**src/rtl/lsbbr_pkg.sv**
```systemverilog
// lsbbr_pkg: shared types, constants and codes for the lsb-first bit reader
// used by lsbbr_cursor, lsbbr_store and lsb_first_bit_reader_core
// no dependencies
package lsbbr_pkg;

	localparam int STORE_DEPTH   = 4096;
	localparam int ADDR_W        = 12;
	localparam int LEN_W         = 13;
	localparam int AMT_W         = 16;
	localparam int POS_W         = LEN_W + 3;
	localparam int MAX_READ_BITS = 64;
	localparam int GATHER_BYTES  = MAX_READ_BITS / 8 + 1;
	localparam int CNT_W         = 4;
	localparam int RD_AMT_W      = 7;

	// operation codes
	localparam logic [2:0] OP_LOAD       = 3'd0;
	localparam logic [2:0] OP_READ       = 3'd1;
	localparam logic [2:0] OP_SKIP_BITS  = 3'd2;
	localparam logic [2:0] OP_SKIP_BYTES = 3'd3;
	localparam logic [2:0] OP_SEEK       = 3'd4;
	localparam logic [2:0] OP_ALIGN      = 3'd5;

	// seek origins
	localparam logic [1:0] DIR_START = 2'd0;
	localparam logic [1:0] DIR_CUR   = 2'd1;
	localparam logic [1:0] DIR_END   = 2'd2;

	// status codes
	localparam logic [2:0] ST_OK        = 3'd0;
	localparam logic [2:0] ST_EXHAUSTED = 3'd1;
	localparam logic [2:0] ST_TOO_FEW   = 3'd2;
	localparam logic [2:0] ST_TOO_MANY  = 3'd3;
	localparam logic [2:0] ST_BAD_SEEK  = 3'd4;

	// cursor state
	typedef struct packed {
		logic [LEN_W-1:0] cur_byte;
		logic [2:0]       cur_bit;
		logic             exh;
	} cursor_t;

endpackage

```
**src/rtl/lsbbr_cursor.sv**
```systemverilog
// lsbbr_cursor: next cursor state and status for one operation
// depends on lsbbr_pkg
module lsbbr_cursor
	import lsbbr_pkg::*;
(
	input  logic [2:0]       op,
	input  logic [AMT_W-1:0] amount,
	input  logic [1:0]       direction,
	input  logic [LEN_W-1:0] len,
	input  cursor_t          cur,
	output cursor_t          nxt,
	output logic [2:0]       status,
	output logic             gather
);

	logic [POS_W-1:0] total;
	logic [POS_W-1:0] pos;
	logic [POS_W-1:0] left;
	logic [POS_W:0]   bits_sum;
	logic             bits_end;
	logic [AMT_W:0]   bytes_sum;
	logic             bytes_end;
	cursor_t          exh_cur;

	// remaining bits and the two advance forms
	always_comb begin
		total     = {len, 3'b000};
		pos       = {cur.cur_byte, cur.cur_bit};
		if (cur.exh || total <= pos) begin
			left = '0;
		end else begin
			left = total - pos;
		end
		bits_sum  = {1'b0, pos} + (POS_W+1)'(amount);
		bits_end  = ({1'b0, left} < ({1'b0, amount} + 17'd1));
		bytes_sum = (AMT_W+1)'(cur.cur_byte) + {1'b0, amount};
		bytes_end = (bytes_sum > (AMT_W+1)'(len));
		exh_cur   = '{cur_byte: len, cur_bit: 3'd0, exh: 1'b1};
	end

	// operation select
	always_comb begin
		nxt    = cur;
		status = ST_OK;
		gather = 1'b0;
		case (op)
			OP_READ: begin
				if (cur.exh) begin
					status = ST_EXHAUSTED;
				end else if (amount > left) begin
					status = ST_TOO_FEW;
				end else if (amount > AMT_W'(MAX_READ_BITS)) begin
					status = ST_TOO_MANY;
				end else if (amount != '0) begin
					gather = 1'b1;
					if (bits_end) begin
						nxt = exh_cur;
					end else begin
						nxt.cur_byte = bits_sum[POS_W-1:3];
						nxt.cur_bit  = bits_sum[2:0];
					end
				end
			end
			OP_SKIP_BITS: begin
				if (bits_end) begin
					nxt = exh_cur;
				end else begin
					nxt.cur_byte = bits_sum[POS_W-1:3];
					nxt.cur_bit  = bits_sum[2:0];
				end
			end
			OP_SKIP_BYTES: begin
				if (!cur.exh) begin
					if (bytes_end) begin
						nxt = exh_cur;
					end else begin
						nxt.cur_byte = bytes_sum[LEN_W-1:0];
					end
				end
			end
			OP_SEEK: begin
				case (direction)
					DIR_START: begin
						if (amount > AMT_W'(len)) begin
							nxt = exh_cur;
						end else begin
							nxt = '{cur_byte: amount[LEN_W-1:0], cur_bit: 3'd0, exh: 1'b0};
						end
					end
					DIR_CUR: begin
						if (!cur.exh) begin
							if (bytes_end) begin
								nxt = exh_cur;
							end else begin
								nxt.cur_byte = bytes_sum[LEN_W-1:0];
							end
						end
					end
					DIR_END: begin
						if (amount >= AMT_W'(len)) begin
							nxt = '{cur_byte: '0, cur_bit: 3'd0, exh: 1'b0};
						end else begin
							nxt = '{cur_byte: len - amount[LEN_W-1:0], cur_bit: 3'd7,
								exh: 1'b0};
						end
					end
					default: begin
						status = ST_BAD_SEEK;
					end
				endcase
			end
			OP_ALIGN: begin
				if (cur.cur_bit != 3'd0) begin
					nxt.cur_bit = 3'd0;
					if (cur.cur_byte < len) begin
						nxt.cur_byte = cur.cur_byte + 13'd1;
					end
				end
			end
			default: begin
				nxt = cur;
			end
		endcase
	end

endmodule

```
**config.mk**
```make
export PLATFORM = sky130hd
export DESIGN_NAME = lsbbr_cursor
export DESIGN_NICKNAME = d
export VERILOG_FILES = /design/src/rtl/lsbbr_pkg.sv /design/src/rtl/lsbbr_cursor.sv
export SDC_FILE = /design/constraint.sdc
export NUM_CORES = 1
export LEC_CHECK = 0
export ABC_CLOCK_PERIOD_IN_PS = 5650
export BUFFER_PORTS_ARGS = -buffer_cell sky130_fd_sc_hd__buf_2
export CAP_MARGIN = 10
export CORE_MARGIN = 4
export CORE_UTILIZATION = 34
export DETAILED_ROUTE_END_ITERATION = 16
export PLACE_DENSITY = 0.51
export RECOVER_POWER = 25
export SYNTH_ARGS = -nofsm -noshare
export SYNTH_HDL_FRONTEND = slang
export SYNTH_SLANG_ARGS = --single-unit
```
**constraint.sdc**
```tcl
create_clock -name vclk -period 5.65
set_input_delay 0.2825 -clock vclk [all_inputs]
set_output_delay 0.2825 -clock vclk [all_outputs]
set_load 0.02 [all_outputs]
```
==> metrics.txt, run 1 <==
WP data arrival 5.03 ns; Max Slew Vio Count 0; row count 48; Total Routing Usage GR 23.7%; grt ovf 0; layout cells sized above 1 14.9%; DRC violations left 0; final critical-path required period 5.32 ns; drt total wl 24800 um; P per Cell Area 105 nW/um2; area delta synth->final 12.9%; Avg Synthesized Cell Area 7.16 um2; Worst Hold Margin 1.01 ns; cell with the most instances after synthesis ha_1; Seq/Total Area, Yosys 0%; antenna fix cells 0; DIE AREA 20300 um2; Starting Density 35.1%; core area 17500 um2; Critical Path RT 5.37 ns; PnR Total Power 0.729 mW; Cells after Synth 857; top-area cell type share of the netlist area 26.3%; sequential cell count 0; Post-DP HPWL 21300 um; cell type with the largest total area after synthesis ha_1; Fmax 188 MHz; status finished clean; WS Path Type in -> out; clkbuf count 0; first-pass GRT wire length 38000 um; worst hold path class in -> out; Area contributors post-synth ha_1 (26%), xnor2_1 (6.7%), a21oi_1 (6.1%), o21ai_0 (5.3%), inv_1 (4.4%); first drt pass iteration count 6; Setup-failing EPs final 0; Final Hold Viols 0; vias per cell 5.90; CP Capture Type output port; # hold bufs at CTS 0; via count of the first global-routing pass 6776; synth cell count leaders ha_1 (129), a21oi_1 (75), inv_1 (72); vias 6878; register area 0 um2; mapped cell area 6140 um2; Max VDD drop 53.2 uV; Nets 1125; I/O pin cnt 72; placed cell areas 6900 um2; post-route ant nets 0; largest net degree at the start of global routing 15; critical path fanouts, max 8; post-route cell area 6930 um2; DIE HEIGHT 142 um; Setup TNS 0 ns; gpl congestion 0.946; RSZ-0062 raised after global routing false; Critical Path Source Type primary input; Leakage 3.18 nW; starting DRC count in detailed routing 710; Max-Cap Viols 0; final period utilization 94.1%; I/O Buffers 72; die width 142 um; post-synthesis cell type count 84; Slew Limit Headroom 53.7%; slew at the pin closest to its max-slew limit 0.689 ns; initial antenna violation count 0; Ys Warns 0; syn_nets 1040; DR WL/cell 21.3 um; hold depth 4
layout by cell type, fill, tap and decap left out, types with 5 or more instances in the layout:
| master | n |
|---|---|
| o2111ai_1 | 7 |
| inv_1 | 72 |
| xnor2_1 | 47 |
| ha_1 | 129 |
| buf_4 | 27 |
| nand3_1 | 42 |
| a211oi_1 | 6 |
| xor2_1 | 18 |
| a211o_1 | 6 |
| or3_1 | 7 |
| a311oi_1 | 5 |
| o22ai_1 | 5 |
| nand2b_1 | 13 |
| buf_2 | 70 |
| a21oi_1 | 74 |
| a31oi_1 | 5 |
| nor3_1 | 20 |
| nand4_1 | 14 |
| o21bai_1 | 5 |
| nor2_1 | 42 |
| o211ai_1 | 11 |
| and2_1 | 18 |
| o21a_1 | 5 |
| o21ai_0 | 63 |
| mux2i_1 | 20 |
| nand2_1 | 65 |
| a21o_1 | 18 |
| nor2b_1 | 11 |
final cells by class:
type,instances,area [um2]
well taps,225,282
multi-input cells,768,5810
fillers,1868,10500
repair buffers,100,566
inverters,72,270
stage by stage:
stage,utilization [%],std cells,setup slack [ns]
final,39.7,1165,0.333
after global placement,39.5,1164,0.258
after global routing,39.7,1165,0.0260
after CTS,39.5,1164,0.230
after detailed placement,39.5,1164,0.245
after floorplan,-,857,0.810
logic make-up (layout without fill, tap and decap cells):
kind of cell	count (synthesis)	in the layout	synth area share (%)
mux	24	24	4.06
xor+xnor	65	65	9.27
buf+inv	89	172	5.83
compound gates	270	270	29.3
simple gates	277	277	24.3
fa+ha+maj	132	132	27.3
worst max-delay path: stages:
cell and delay [ns]:
buf_2 0.19, inv_1 0.14, ha_1 0.40, a21oi_2 0.22
nor2b_1 0.07, a41o_1 0.24, o41ai_1 0.26, buf_4 0.19
o2111ai_1 0.13, a21oi_1 0.19, xnor2_1 0.12, and2_1 0.19
ha_1 0.22, nor4_1 0.29, nand2_1 0.10, o21ai_2 0.34
nand2_1 0.32, clkbuf_2 0.31, mux2i_1 0.16, o221a_2 0.26
o22ai_1 0.20, buf_2 0.21
per-layer routing:
| layer | global-route usage [%] | share of wire, % | vias up |
|---|---|---|---|
| li1 | - | - | 3365 |
| met1 | 30.8 | 44 | 3236 |
| met2 | 41.3 | 47 | 235 |
| met3 | 3.09 | 5.9 | 42 |
| met4 | 6.10 | 2.9 | 0 |
| met5 | 0 | 0 | - |
power breakdown:
part           switching (mW)  leakage [nW]  internal [mW]
sequential                  0             0              0
clock                       0             0              0
combinational           0.443          3.18          0.285
total                   0.443          3.18          0.285
path summary, 6_finish.rpt:
check / start / endpoint / slack [ns]
max: len[4] / nxt[7] / 0.33
min: len[12] / nxt[16] / 1.01
timing repair:
item / CTS / global route
setup buffers: 0 / 1
endpoints found under the setup margin: 0 / 13
gates resized for setup: 0 / 9
endpoints found under the hold margin: 0 / 0
(Power assumes the default switching activity.)
==> inputs of run 2 (changes only) <==
Settings changed: ABC_CLOCK_PERIOD_IN_PS 5650 to unset, BUFFER_PORTS_ARGS -buffer_cell sky130_fd_sc_hd__buf_2 to unset, DONT_BUFFER_PORTS set to 1, PLACE_DENSITY 0.51 to 0.48.
==> metrics.txt, run 2 (synthesis results as in run 1) <==
met3 usage 2.76%; Starting Density 35.1%; RSZ-0062 raised after global routing false; Leakage 2.84 nW; CP cell instances inv_1 > ha_1 > nand2_1 > o21ai_0 > a41o_1 > o41ai_1 > buf_4 > o2111ai_1 > a21oi_1 > xnor2_1 > nand2_1 > ha_1 > nand3_1 > nor4_1 > a21boi_0 > o31a_1 > o31ai_1 > nand2b_2 > o22ai_1 > a2111oi_0 > o211ai_1 > buf_4; gpl congestion 0.910; vias 6587; drt total wl 24900 um; initial antenna violation count 0; Layout fillers 1902; M2 GR Usage 40.1%; Setup-failing EPs final 0; row count 48; clkbuf count 0; DR WL/cell 22.9 um; Fmax 189 MHz; largest net degree at the start of global routing 19; # hold bufs at CTS 0; WS Path Type in -> out; Critical Path Source Type primary input; Worst Hold Margin 0.806 ns; Post-DP HPWL 21400 um; DRC violations left 0; post-route ant nets 0; met1 Use GR 32.1%; antenna fix cells 0; slowest CP cell a2111oi_0; setup repair bufs after CTS 0; WP data arrival 5.01 ns; critical path fanouts, max 10; DIE AREA 20300 um2; sequential power share 0%; Setup TNS 0 ns; Final Hold Viols 0; I/O Buffers 0; die width 142 um; status finished clean; Critical Path RT 5.37 ns; vias per cell 6.08; combinational share of power 100.0%; first-pass GRT wire length 37300 um; via count of the first global-routing pass 6358; Sw Pwr 0.377 mW; grt ovf 0; Slew Limit Headroom 53.2%; I/O pin cnt 72; Max Slew Vio Count 0; starting DRC count in detailed routing 557; most frequent cells in the layout ha_1 (129), a21oi_1 (75), inv_1 (72); most common cell after layout, fill and taps aside ha_1; layout cells sized above 1 6.52%; Clock power frac 0%; register area 0 um2; area delta synth->final 5.50%; Max VDD drop 41.2 uV; DIE HEIGHT 142 um; CP Capture Type output port; slew at the pin closest to its max-slew limit 0.696 ns; sequential cell count 0; core area 17500 um2; Max-Cap Viols 0; worst hold path class in -> out; final period utilization 93.7%; Most Crowded Layer GR met2; critical path's largest stage delay 0.50 ns; Internal 0.262 mW; Total Routing Usage GR 23.5%; P per Cell Area 98.6 nW/um2; Nets 1044; first drt pass iteration count 5; final critical-path required period 5.30 ns; Switching Share 58.9%
## run 2: final timing paths
| path | from | endpoint | slack [ns] | cells past startpoint |
|---|---|---|---|---|
| worst max-delay path | len[1] | nxt[15] | 0.35 | 22 |
| worst min-delay path | cur[0] | status[1] | 0.81 | 2 |
## run 2: area by class of cell
cell class / count / area, um2 / share of cell area (%)
timing repair buffer: 19 / 135 / 2.09
multi-input combinational: 768 / 5790 / 89.4
inverter: 72 / 270 / 4.17
tap: 225 / 282 / 4.35
## run 2: timing repair
item | CTS | global route
endpoints found under the setup margin | 0 | 1
hold endpoints to repair | 0 | 0
resized for setup | 0 | 1
## run 2: per-layer routing
| metal | share of wire (%) | wire (um) |
|---|---|---|
| met1 | 45 | 11100 |
| met2 | 47 | 11600 |
| met3 | 6.3 | 1560 |
| met4 | 2.3 | 570 |
| met5 | 0 | 0 |
## run 2: power by group through the flow
stage / logic (mW) / clock network, mW / registers (mW)
5_1_grt: 0.709 / 0 / 0
4_1_cts: 0.639 / 0 / 0
3_5_place_dp: 0.635 / 0 / 0
2_1_floorplan: 0.480 / 0 / 0
6_report: 0.639 / 0 / 0
3_3_place_gp: 0.638 / 0 / 0
## run 2: critical path, delay by kind of cell
family                   cells  cell delay [ns]
AO/OA/AOI/OAI               11             2.45
AND/OR/NAND/NOR              5             0.92
adder cells (fa/ha/maj)      2             0.63
buffers and inverters        3             0.55
XOR/XNOR                     1             0.19
## run 2: per-stage QoR
| stage | power [mW] | util, % | worst slack [ns] | cells | instance area (um2) |
|---|---|---|---|---|---|
| finish | 0.639 | 37.1 | 0.354 | 1084 | 6480 |
| global route | 0.709 | 37.1 | 0.0541 | 1084 | 6480 |
| CTS | 0.639 | 37.1 | 0.301 | 1084 | 6480 |
| detailed placement | 0.635 | 37.1 | 0.306 | 1084 | 6480 |
| global placement | 0.638 | 37.1 | 0.450 | 1084 | 6480 |
| floorplan | 0.480 | - | 0.810 | 857 | 6140 |
==> inputs of run 3 (changes only) <==
Settings changed: CORE_MARGIN 4 to 8, PLACE_DENSITY 0.48 to unset, PLACE_DENSITY_LB_ADDON set to 0.12.
==> metrics.txt, run 3 (synthesis results as in run 1) <==
status finished clean; Sw Pwr 0.380 mW; via count of the first global-routing pass 6546; row count 49; Leakage 2.85 nW; sequential power share 0%; final critical-path required period 5.28 ns; P per Cell Area 99.2 nW/um2; first drt pass iteration count 5; layout cells sized above 1 6.75%; drt total wl 25500 um; Multi-input gate area 5800 um2; slowest CP cell or3_1; Starting Density 34.4%; DR WL/cell 23.4 um; Switching Share 59.0%; CP cell instances inv_1 > ha_1 > and3b_1 > o21ai_0 > nand2b_1 > a21oi_1 > o21ai_1 > a21oi_1 > a311oi_2 > buf_4 > and2_1 > inv_1 > ha_1 > a21oi_1 > o221a_2 > o21ai_0 > o31a_1 > o21a_1 > or3_1 > a2111oi_2 > o21ai_0 > buf_4; largest net degree at the start of global routing 19; starting DRC count in detailed routing 423; Critical Path Source Type primary input; post-route cell area 6500 um2; post-route ant nets 0; Total Routing Usage GR 22.2%; Util after Layout 36.4%; Post-DP HPWL 21900 um; clkbuf count 0; WP data arrival 5.00 ns; Post-Layout Cell Count 1088; Nets 1044; gpl congestion 0.916; DIE HEIGHT 150 um; register area 0 um2; Max VDD drop 42.8 uV; WP buf/inv 4; critical path fanouts, max 18; most frequent cells in the layout ha_1 (129), a21oi_1 (75), inv_1 (72); grt ovf 0; I/O Buffers 0; PnR Total Power 0.644 mW; met1 Use GR 27.5%; DIE AREA 22600 um2; Max-Cap Viols 0; met3 usage 3.88%; Clock power frac 0%; first-pass GRT wire length 38700 um; placed cell count 1088; Critical Path RT 5.37 ns; placed cell areas 6490 um2; antenna fix cells 0; DRC violations left 0; Internal 0.264 mW; delay-heaviest family, CP compound AO/OA/AOI/OAI gates; WS Path Type in -> out; vias per cell 6.01; worst hold path class in -> out; sequential cell count 0; most common cell after layout, fill and taps aside ha_1; slew at the pin closest to its max-slew limit 0.637 ns; I/O pin cnt 72; area delta synth->final 5.83%; Layout fillers 1959; core area 17800 um2; die width 150 um; Max Slew Vio Count 0; initial antenna violation count 0; combinational share of power 100.0%; Fmax 189 MHz; Most Crowded Layer GR met2; Setup TNS 0 ns; Slew Limit Headroom 57.2%; Final Hold Viols 0; vias 6537; critical path's largest stage delay 0.47 ns; final period utilization 93.5%; CP Capture Type output port; M2 GR Usage 39.2%; Setup-failing EPs final 0
## run 3: cell type report
| cell class | instances | area share, % |
|---|---|---|
| inverter | 72 | 4.16 |
| multi-input combinational | 768 | 89.3 |
| tap | 229 | 4.41 |
| timing repair buffer | 19 | 2.14 |
## run 3: path summary, 6_finish.rpt
kind / slack [ns] / end / cells after the start / from
worst max-delay path: 0.37 / nxt[8] / 22 / cur[4]
worst min-delay path: 0.80 / status[1] / 2 / cur[0]
## run 3: through the flow
stage                     setup WS [ns]  hold WS [ns]
after floorplan                   0.810         0.748
after global placement            0.389         0.800
after detailed placement          0.365         0.801
after CTS                         0.351         0.801
after global routing         -0.0000644         0.807
final                             0.369         0.803
## run 3: power by group through the flow
stage               registers [mW]  logic, mW  clock network, mW
floorplan                        0      0.480                  0
global placement                 0      0.643                  0
detailed placement               0      0.638                  0
CTS                              0      0.642                  0
global route                     0      0.718                  0
finish                           0      0.644                  0
## run 3: timing repair
action                                 CTS  global route
setup endpoints to repair                0             4
buffers inserted                         0             0
endpoints found under the hold margin    0             0
hold buffers                             0             0
gates resized for setup                  0             5
## run 3: metal layers
| layer | vias up | share of wire (%) |
|---|---|---|
| met1 | 3106 | 43 |
| met2 | 198 | 48 |
| li1 | 3208 | - |
| met5 | - | 0 |
| met4 | 0 | 1.9 |
| met3 | 25 | 7.1 |
